<file path="config.mk">
export PLATFORM = sky130hd
export DESIGN_NAME = wildcard_address_table_match_unit
export DESIGN_NICKNAME = d
export VERILOG_FILES = /design/src/rtl/watm_pkg.sv /design/src/rtl/watm_tier.sv /design/src/rtl/wildcard_address_table_match_unit.sv
export SDC_FILE = /design/constraint.sdc
export NUM_CORES = 2
export LEC_CHECK = 0
export BUFFER_PORTS_ARGS = -buffer_cell sky130_fd_sc_hd__buf_2
export CORE_MARGIN = 1
export CORE_UTILIZATION = 55
export CTS_CLUSTER_SIZE = 12
export DETAILED_ROUTE_END_ITERATION = 6
export PLACE_DENSITY = 0.74
export SLEW_MARGIN = 20
export SYNTH_ARGS = -nofsm -noshare
export SYNTH_HDL_FRONTEND = slang
export SYNTH_SLANG_ARGS = --single-unit
</file>
<file path="constraint.sdc">
create_clock -name clk -period 10.24 [get_ports clk]
set_input_delay 2.048 -clock clk [delete_from_list [all_inputs] [get_ports clk]]
set_output_delay 2.048 -clock clk [all_outputs]
set_load 0.1 [all_outputs]
</file>
<file path="src/rtl/watm_pkg.sv">
// Shared types and constants for the wildcard address table match unit.
// No dependencies.
`timescale 1ns / 1ps

package watm_pkg;

	localparam int unsigned PART_W  = 16;
	localparam int unsigned ENTRY_W = 4 * PART_W;
	localparam int unsigned CNT_W   = 7;
	localparam int unsigned IDX_W   = 6;
	localparam int unsigned KIND_W  = 2;
	localparam int unsigned TIER_W  = 3;

	localparam logic [PART_W-1:0] WILD_PART = 16'hffff;

	localparam logic [KIND_W-1:0] KIND_EXACT_THEN_WILD = 2'd0;
	localparam logic [KIND_W-1:0] KIND_EXACT_ONLY      = 2'd1;
	localparam logic [KIND_W-1:0] KIND_WILD_ONLY       = 2'd2;

	localparam logic [TIER_W-1:0] TIER_EXACT      = 3'd0;
	localparam logic [TIER_W-1:0] TIER_POINT_WILD = 3'd1;
	localparam logic [TIER_W-1:0] TIER_NODE_WILD  = 3'd2;
	localparam logic [TIER_W-1:0] TIER_NET_WILD   = 3'd3;
	localparam logic [TIER_W-1:0] TIER_ALL_WILD   = 3'd4;

	localparam logic MODE_WRITE  = 1'b0;
	localparam logic MODE_LOOKUP = 1'b1;

	typedef struct packed {
		logic              hit;
		logic [TIER_W-1:0] tier;
	} tier_res_t;

endpackage

</file>
<file path="src/rtl/watm_tier.sv">
// Tier compare for one stored entry against the lookup key.
// Depends on watm_pkg.
`timescale 1ns / 1ps

module watm_tier (
	input  logic [watm_pkg::ENTRY_W-1:0] entry,
	input  logic [watm_pkg::ENTRY_W-1:0] key,
	input  logic [watm_pkg::KIND_W-1:0]  kind,
	output watm_pkg::tier_res_t          res
);
	import watm_pkg::*;

	logic eq_zone, eq_net, eq_node, eq_point;
	logic wild_zone, wild_net, wild_node, wild_point;
	logic allow_exact, allow_wild;

	assign eq_zone  = entry[4*PART_W-1:3*PART_W] == key[4*PART_W-1:3*PART_W];
	assign eq_net   = entry[3*PART_W-1:2*PART_W] == key[3*PART_W-1:2*PART_W];
	assign eq_node  = entry[2*PART_W-1:PART_W]   == key[2*PART_W-1:PART_W];
	assign eq_point = entry[PART_W-1:0]          == key[PART_W-1:0];

	assign wild_zone  = entry[4*PART_W-1:3*PART_W] == WILD_PART;
	assign wild_net   = entry[3*PART_W-1:2*PART_W] == WILD_PART;
	assign wild_node  = entry[2*PART_W-1:PART_W]   == WILD_PART;
	assign wild_point = entry[PART_W-1:0]          == WILD_PART;

	// kind 3 behaves as exact only
	assign allow_exact = kind != KIND_WILD_ONLY;
	assign allow_wild  = (kind == KIND_EXACT_THEN_WILD) || (kind == KIND_WILD_ONLY);

	always_comb begin
		res.hit  = 1'b1;
		res.tier = TIER_EXACT;
		if (allow_exact && eq_zone && eq_net && eq_node && eq_point) begin
			res.tier = TIER_EXACT;
		end else if (allow_wild && wild_point && eq_zone && eq_net && eq_node) begin
			res.tier = TIER_POINT_WILD;
		end else if (allow_wild && wild_node && eq_zone && eq_net) begin
			res.tier = TIER_NODE_WILD;
		end else if (allow_wild && wild_net && eq_zone) begin
			res.tier = TIER_NET_WILD;
		end else if (allow_wild && wild_zone) begin
			res.tier = TIER_ALL_WILD;
		end else begin
			res.hit  = 1'b0;
			res.tier = TIER_EXACT;
		end
	end

endmodule

</file>
<file path="src/rtl/wildcard_address_table_match_unit.sv">
// Top level of the wildcard address table match unit: table memory, scan sequencer,
// output register. Depends on watm_pkg and watm_tier.
`timescale 1ns / 1ps

// Channel  Signals                              Direction
// in       in_valid/in_stall + input fields     into block
// out      out_valid/out_stall + match fields   out of block
// cfg      cfg_write/cfg_data (entry_count)     into block
//
// A write transaction does not raise in_stall. A lookup scans the table once through one
// registered memory read port and one tier comparator, over min(entry_count, TABLE_DEPTH)
// entries. in_stall is high for the whole scan and while a finished result waits for the
// output register. arst_n clears control state and entry_count; the table itself holds no
// reset value.

module wildcard_address_table_match_unit #(
	parameter int TABLE_DEPTH = 64
) (
	input  logic                         clk,
	input  logic                         arst_n,
	input  logic                         cfg_write,
	input  logic [watm_pkg::CNT_W-1:0]   cfg_data,
	input  logic                         in_valid,
	output logic                         in_stall,
	input  logic                         mode,
	input  logic [watm_pkg::IDX_W-1:0]   entry_index,
	input  logic [watm_pkg::PART_W-1:0]  addr_zone,
	input  logic [watm_pkg::PART_W-1:0]  addr_net,
	input  logic [watm_pkg::PART_W-1:0]  addr_node,
	input  logic [watm_pkg::PART_W-1:0]  addr_point,
	input  logic [watm_pkg::KIND_W-1:0]  match_kind,
	output logic                         out_valid,
	input  logic                         out_stall,
	output logic [watm_pkg::CNT_W-1:0]   match_index,
	output logic                         match_found,
	output logic [watm_pkg::TIER_W-1:0]  match_tier
);
	import watm_pkg::*;

	localparam int IW = (TABLE_DEPTH > 1) ? $clog2(TABLE_DEPTH) : 1;
	localparam int CW = IW + 1;

	typedef enum logic [1:0] {ST_IDLE, ST_SCAN, ST_DONE} state_t;

	logic [ENTRY_W-1:0] mem [TABLE_DEPTH];

	state_t             state_q;
	logic [CNT_W-1:0]   entry_count_q;
	logic [ENTRY_W-1:0] key_q;
	logic [KIND_W-1:0]  kind_q;
	logic [CW-1:0]      cnt_q;
	logic [CW-1:0]      issue_q;
	logic               rd_valid_q;
	logic [CW-1:0]      rd_idx_q;
	logic [ENTRY_W-1:0] rd_data_q;
	logic               best_hit_q;
	logic [TIER_W-1:0]  best_tier_q;
	logic [CW-1:0]      best_idx_q;
	logic               out_valid_q;
	logic [CNT_W-1:0]   match_index_q;
	logic               match_found_q;
	logic [TIER_W-1:0]  match_tier_q;

	logic               in_accept;
	logic [ENTRY_W-1:0] in_key;
	logic [CW-1:0]      eff_cnt;
	logic               wr_en;
	logic               rd_en;
	tier_res_t          cmp_res;

	assign in_stall  = state_q != ST_IDLE;
	assign in_accept = in_valid && !in_stall;
	assign in_key    = {addr_zone, addr_net, addr_node, addr_point};
	assign eff_cnt   = (32'(entry_count_q) > 32'(TABLE_DEPTH)) ? CW'(TABLE_DEPTH)
	                                                           : CW'(entry_count_q);
	assign wr_en     = in_accept && (mode == MODE_WRITE) &&
	                   (32'(entry_index) < 32'(TABLE_DEPTH));
	assign rd_en     = (state_q == ST_SCAN) && (issue_q < cnt_q);

	// table memory: one write port, one registered read port
	always_ff @(posedge clk) begin
		if (wr_en) begin
			mem[IW'(entry_index)] <= in_key;
		end
		if (rd_en) begin
			rd_data_q <= mem[issue_q[IW-1:0]];
		end
	end

	watm_tier u_tier (
		.entry (rd_data_q),
		.key   (key_q),
		.kind  (kind_q),
		.res   (cmp_res)
	);

	always_ff @(posedge clk or negedge arst_n) begin
		if (!arst_n) begin
			entry_count_q <= '0;
		end else if (cfg_write) begin
			entry_count_q <= cfg_data;
		end
	end

	always_ff @(posedge clk or negedge arst_n) begin
		if (!arst_n) begin
			state_q     <= ST_IDLE;
			rd_valid_q  <= 1'b0;
			out_valid_q <= 1'b0;
			best_hit_q  <= 1'b0;
			issue_q     <= '0;
			cnt_q       <= '0;
		end else begin
			if (out_valid_q && !out_stall) begin
				out_valid_q <= 1'b0;
			end
			case (state_q)
				ST_IDLE: begin
					rd_valid_q <= 1'b0;
					if (in_accept && (mode == MODE_LOOKUP)) begin
						key_q      <= in_key;
						kind_q     <= match_kind;
						cnt_q      <= eff_cnt;
						issue_q    <= '0;
						best_hit_q <= 1'b0;
						state_q    <= ST_SCAN;
					end
				end
				ST_SCAN: begin
					rd_valid_q <= rd_en;
					rd_idx_q   <= issue_q;
					if (rd_en) begin
						issue_q <= issue_q + 1'b1;
					end
					// strict compare keeps the lowest index within a tier
					if (rd_valid_q && cmp_res.hit &&
					    (!best_hit_q || (cmp_res.tier < best_tier_q))) begin
						best_hit_q  <= 1'b1;
						best_tier_q <= cmp_res.tier;
						best_idx_q  <= rd_idx_q;
					end
					if (!rd_en && !rd_valid_q) begin
						state_q <= ST_DONE;
					end
				end
				ST_DONE: begin
					if (!out_valid_q || !out_stall) begin
						out_valid_q   <= 1'b1;
						match_found_q <= best_hit_q;
						match_index_q <= best_hit_q ? CNT_W'(best_idx_q) : CNT_W'(cnt_q);
						match_tier_q  <= best_hit_q ? best_tier_q : TIER_EXACT;
						state_q       <= ST_IDLE;
					end
				end
				default: begin
					state_q <= ST_IDLE;
				end
			endcase
		end
	end

	assign out_valid   = out_valid_q;
	assign match_index = match_index_q;
	assign match_found = match_found_q;
	assign match_tier  = match_tier_q;

	a_result_after_scan: assert property (@(posedge clk) disable iff (!arst_n)
		$rose(out_valid) |-> $past(state_q == ST_DONE))
		else $error("result raised without a finished scan");

	a_miss_tier_zero: assert property (@(posedge clk) disable iff (!arst_n)
		(out_valid && !match_found) |-> (match_tier == TIER_EXACT))
		else $error("miss reported with nonzero tier");

	a_read_below_count: assert property (@(posedge clk) disable iff (!arst_n)
		(state_q == ST_SCAN && rd_valid_q) |-> (rd_idx_q < cnt_q))
		else $error("scan read beyond entry count");

	a_hit_in_table: assert property (@(posedge clk) disable iff (!arst_n)
		(out_valid && match_found) |-> (32'(match_index) < 32'(TABLE_DEPTH)))
		else $error("match index outside table");

endmodule

</file>
After elaboration in Yosys (flattened, before gate mapping):

Memory sizes are Yosys's and may differ from the RTL's. A register that Yosys moved wholly into a read port is not among the register bits.
Index checks and enable logic that the tools add are counted.

* register bits: 120
* bits in latches: 0
* bits in writable memories: 4096
* memory bits (read-only): 0
* input port bits: 85
* output and inout port bits: 13
* logic and storage cells: 109
* memories: 1

* add/subtract/negate cells: 1
* $mul: 0
* div/mod/pow operators: 0
* order comparisons: 3
* equal/unequal tests: 17
* shift operators: 0
* muxes and demuxes: 28
* bitwise logic cells: 1
* reductions and logical operators: 43

Memory list
* mem: depth 64, bits a word 64, rd ports 1, clocked after Yosys merged registers in 1, wr ports 1, RTL line wildcard_address_table_match_unit.sv:45 `logic [ENTRY_W-1:0] mem [TABLE_DEPTH];`

Operator list (number)
* 16-bit == test: 4
* 16-bit == test, second input constant: 4
* 7-bit 2-to-1 mux: 4
* 1-bit logical AND: 22
* 3-bit AND reduction: 6
* 3-bit 2-to-1 mux: 5
* 7-bit one-hot mux with 2 select lines: 1
* 1-bit 2-to-1 mux: 12
* 2-bit inequality test, second input constant: 4
* 7-bit by 1-bit adder with 7-bit output, second input constant: 1
* 7-bit greater-than comparator, second input constant: 1
* 7-bit < comparator: 1
* 1-bit logical NOT: 6
* 2-bit 2-to-1 mux: 3
* 2-bit one-hot mux with 3 select lines: 1
* 2-bit == test, second input constant: 2
* 2-bit logical NOT: 2
* 2-bit by 1-bit inequality test with 1-bit output, second input constant: 2
* 1-bit one-hot mux with 2 select lines: 2
* 2-bit AND reduction: 2
* 2-bit nonzero test: 2
* 1-bit logical OR: 3
* 3-bit < comparator: 1
* 2-bit by 1-bit == test with 1-bit output, second input constant: 1
* 1-bit NOT: 1

Logic depth before layout (Yosys ltp):

* depth in word-level cells: 13
* depth in mapped cells: 11
* mapped depth without buffers: 11

Modules after synthesis:

Synthesis repeated with hierarchy kept, for this count alone.

* cell total of the unflattened synthesis: 7221
* area total of the unflattened synthesis: 162383.2 µm²

Modules (own cells, without submodules)
* wildcard_address_table_match_unit: times used 1, cells an instance 7101, area each 161461.1 µm², sequential area each 128393.1 µm²
* watm_tier: times used 1, cells an instance 120, area each 922.1 µm², sequential area each 0.0 µm²

Worst setup path before layout:

No wires, ideal clock.

* kind: input port to flip-flop
* start point: input in_valid
* end point: memory mem[31][0] in the netlist's numbering (enable)
* setup time: 0.487 ns
* data arrival time: 5.426 ns
* required time: 9.753 ns
* path slack: 4.328 ns
* stages: 4
* path buffers: 0
* cell sequence: nand2_1 -> nor3b_1 -> nand3_1 -> nor2_1

* longest elaborated chain between the ends: 4

Ends and longest elaborated chain
* start, declared: RTL line wildcard_address_table_match_unit.sv:23 `input logic in_valid,`
* 1-bit logical AND: RTL line wildcard_address_table_match_unit.sv:72 `assign in_accept = in_valid && !in_stall;`
* 1-bit logical AND: RTL line wildcard_address_table_match_unit.sv:76 `assign wr_en = in_accept && (mode == MODE_WRITE) &&`
* 1-bit 2-to-1 mux: RTL line wildcard_address_table_match_unit.sv:82 `if (wr_en) begin`
* 1-bit 2-to-1 mux (implied by the code): RTL line wildcard_address_table_match_unit.sv:83 `mem[IW'(entry_index)] <= in_key;`
* end, declared: RTL line wildcard_address_table_match_unit.sv:45

No other way between the ends.

Worst setup path in the final report:

* start point: input in_valid
* end point: memory mem[15][38] in the netlist's numbering (enable)

Same word-level chain as after synthesis.

==> flow_metrics.tcl <==
set metrics [dict create \
    switchingPower_uw 12000 \
    maxSlewViolCount 0 \
    cts_buffers 420 \
    worst_pin_slew_ps 1250 \
    seq_area_frac_synth_pct 79.2 \
    path_class "input port to register" \
    fin_worst_skew_ps 59.6 \
    cts_root_buf "clkbuf_16" \
    die_y_um 545 \
    ctsResizeCount 0 \
    internal-power_uw 31900 \
    maxCapViolCount 0 \
    swShare_pct 27.4 \
    tritoncts "yes" \
    worstPathArrival_ps 5550 \
    grt-ovfl-total 0 \
    viasPerCell 6.77 \
    fillCellCount 18372 \
    dpl.hpwl_mm 213 \
    tns_ps 0 \
    multi_input_area_um2 32800 \
    core_area_um2 292000 \
    start_util_pct 55.5 \
    grt_pass1_wl_mm 566 \
    clk_pin_slew_ps 60 \
    min_from "rd_idx_q[1]$_DFFE_PP_" \
    r2r_start "issue_q[0]$_DFFE_PN0P_" \
    hold_viol 0 \
    cp-start-kind "input port" \
    syn-cell-area_um2 162000 \
    drive_gt1_share_pct 31.8 \
    crit_path_max_incr_delay_ps 920 \
    portBuffers 97 \
    holdBufCountCts 0 \
    io_pins 98 \
    antenna_found_initial 55 \
    synth_edf_count 4254 \
    cts_buffer_depth 4 \
    r2r-end "rd_data_q[59]$_DFFE_PP_" \
    power_frac_comb_pct 22.6 \
    crit_family "simple AND/OR/NAND/NOR gates" \
    ys_warn_count 0 \
    cts.sinks 4280 \
    setup_viol 0 \
    finalPower_uw 43900 \
    grt_max_degree 139 \
    clock_latency_ps 980 \
    drtAntennaViolNets 0 \
    synth-seq-cells 4280 \
    ff2ff_path_depth 5 \
    outcome "finished clean" \
    synth_area_per_cell_um2 25.8 \
    die_w_um 545 \
    crit_chain "buf_2 -> nand2_1 -> nor3b_1 -> nand3_1 -> nor2_4 -> buf_4" \
    drtIter0Drc 11750 \
    clock.fmax_mhz 200 \
    syn-num-nets 6371 \
    fin_crit_sh_pct 48.9 \
    critPathRequiredTime_ps 10790 \
    end_kind "register" \
    synthFlopType "edfxtp_1" \
    synthToLayoutAreaGrowth_pct 11.4 \
    relSlewSlack_pct 16.6 \
    crit_slowest_cell "nor2_4" \
    hold_depth 0 \
    seqCellArea_um2 128000 \
    ir_drop_mv 0.269 \
    rsz0062_at_grt "false" \
    wirelength_mm 401 \
    cp.buffers_inverters 2 \
    leakage_uw 0.0543 \
    seq_power_share_pct 45.5 \
    reg2reg_setup_slack_ps 5560 \
    holdCritPathClass "register to register" \
    powerDensity_nw_per_um2 243 \
    h-tree-depth 5 \
    crit_path_max_fanout 42 \
    fin_nets 6784 \
    period_needed_ps 5010 \
    post_cts_buffers 0 \
    num_rows 198 \
    synth_cells 6277 \
    clkPwrFrac_pct 31.8 \
    whs_endpoint "best_idx_q[1]$_DFFE_PP_" \
    synthDistinctLibCells 41 \
    wl_per_cell_um 37.0 \
    drcViolationCount 0 \
    first_pass_iters 5 \
    grt_util_all_layers_pct 27.4 \
    async_flop_share_pct 0.607 \
    grt_pass1_vias 74631 \
    gp_congestion 0.846 \
    dieArea_um2 297000 \
    num_vias 73343 \
]
[layout make-up]
type | instances | share of cell area, %
tap | 3900 | 2.70
inverter | 12 | 0.0249
antenna | 12 | 0.0166
sequential | 4280 | 71.1
timing repair buffer | 302 | 1.34
clock buffer | 533 | 6.08
clock inverter | 113 | 0.566
multi-input combinational | 1674 | 18.2
[synth_stat cells (2+ instances only)]
| cell type | count | area share, % |
|---|---|---|
| nand2_1 | 40 | 0.093 |
| nor2b_1 | 5 | 0.019 |
| buf_2 | 104 | 0.32 |
| nor2_1 | 82 | 0.19 |
| inv_1 | 12 | 0.028 |
| and2_1 | 3 | 0.012 |
| edfxtp_1 | 4254 | 79 |
| nor3b_1 | 2 | 0.0093 |
| mux4_2 | 1344 | 19 |
| nand4b_1 | 3 | 0.016 |
| xnor2_1 | 48 | 0.26 |
| xor2_1 | 16 | 0.086 |
| nand3b_1 | 5 | 0.023 |
| mux2i_1 | 7 | 0.043 |
| o21ai_0 | 14 | 0.043 |
| clkbuf_1 | 174 | 0.40 |
| buf_1 | 27 | 0.063 |
| nand4_1 | 25 | 0.096 |
| buf_6 | 2 | 0.014 |
| a21o_1 | 7 | 0.032 |
| nand2b_1 | 11 | 0.042 |
| buf_4 | 4 | 0.019 |
| nand3_1 | 12 | 0.037 |
| a21oi_1 | 6 | 0.019 |
| mux2_2 | 9 | 0.063 |
| dfrtp_1 | 26 | 0.40 |
| ha_1 | 9 | 0.069 |
| nor4_1 | 8 | 0.031 |
| and3_1 | 3 | 0.012 |
| and4_1 | 4 | 0.022 |
[metal layers]
layer | GRT usage (%) | share of wire, %
met1 | 37.5 | 35
met2 | 43.9 | 49
met3 | 6.41 | 12
met4 | 9.73 | 4.0
met5 | 0 | 0.050
[layout by cell type, fill, tap and decap left out, types with 19 or more instances in the layout]
master and n:
nand4_1 25, xnor2_1 48, edfxtp_1 4254, clkbuf_16 422, nor2_4 65, buf_2 86
nand2_1 40, buf_12 19, mux4_2 1344, dfrtp_1 20, buf_4 187, clkinv_1 68
clkbuf_1 111
[through the flow]
step	setup slack, ps	hold WS [ps]	cells	util [%]	instance area, µm²
after floorplan	4330	400	6277	-	162000
after global placement	4290	403	10158	57.6	168000
after detailed placement	4390	405	10164	57.7	168000
after CTS	5360	419	10810	61.8	180000
after global routing	5050	430	10822	61.8	181000
final	5230	419	10826	61.8	181000
[worst register-to-register path, delay by kind of cell, from the launching register on]
kind / cells / cell delay [ps]
mux: 3 / 2030
flops: 1 / 810
buf+inv: 2 / 1560
[power groups by stage]
stage                     Combinational, µW  Sequential (µW)  Clock [µW]
after detailed placement               9900            20300           0
after global routing                  10300            20000       14700
after CTS                             10000            20000       14100
after floorplan                        6710            20200           0
final                                  9920            20000       14000
after global placement                 9780            20300           0
[flip-flops by register name (all words and copies together) (netlist names)]
| register | flops |
|---|---|
| best_hit_q | 1 |
| best_idx_q | 7 |
| best_tier_q | 3 |
| cnt_q | 7 |
| entry_count_q | 7 |
| issue_q | 7 |
| key_q | 64 |
| kind_q | 2 |
| match_found | 1 |
| match_index | 7 |
| match_tier | 3 |
| mem | 4096 |
| out_valid | 1 |
| rd_data_q | 64 |
| rd_idx_q | 7 |
| rd_valid_q | 1 |
| state_q | 2 |
[how the worst max path moves through the flow]
stage	depth (start not counted)	endpoint	start	slack, ps
3_5_place_dp	6	mem[15][36]$_DFFE_PP_	in_valid	4390
3_3_place_gp	6	mem[15][41]$_DFFE_PP_	in_valid	4290
5_1_grt	6	mem[15][30]$_DFFE_PP_	in_valid	5050
2_1_floorplan	4	mem[31][0]$_DFFE_PP_	in_valid	4330
6_report	6	mem[15][38]$_DFFE_PP_	in_valid	5230
4_1_cts	6	mem[15][30]$_DFFE_PP_	in_valid	5360
[cells by family after synthesis]
family	synth area share (%)
flip-flops	79.2
multiplexers	18.8
buffers and inverters	0.847
AND/OR/NAND/NOR	0.609
XOR/XNOR	0.346
AO/OA/AOI/OAI	0.144
adder cells (fa/ha/maj)	0.0695
(Power assumes the default switching activity.)
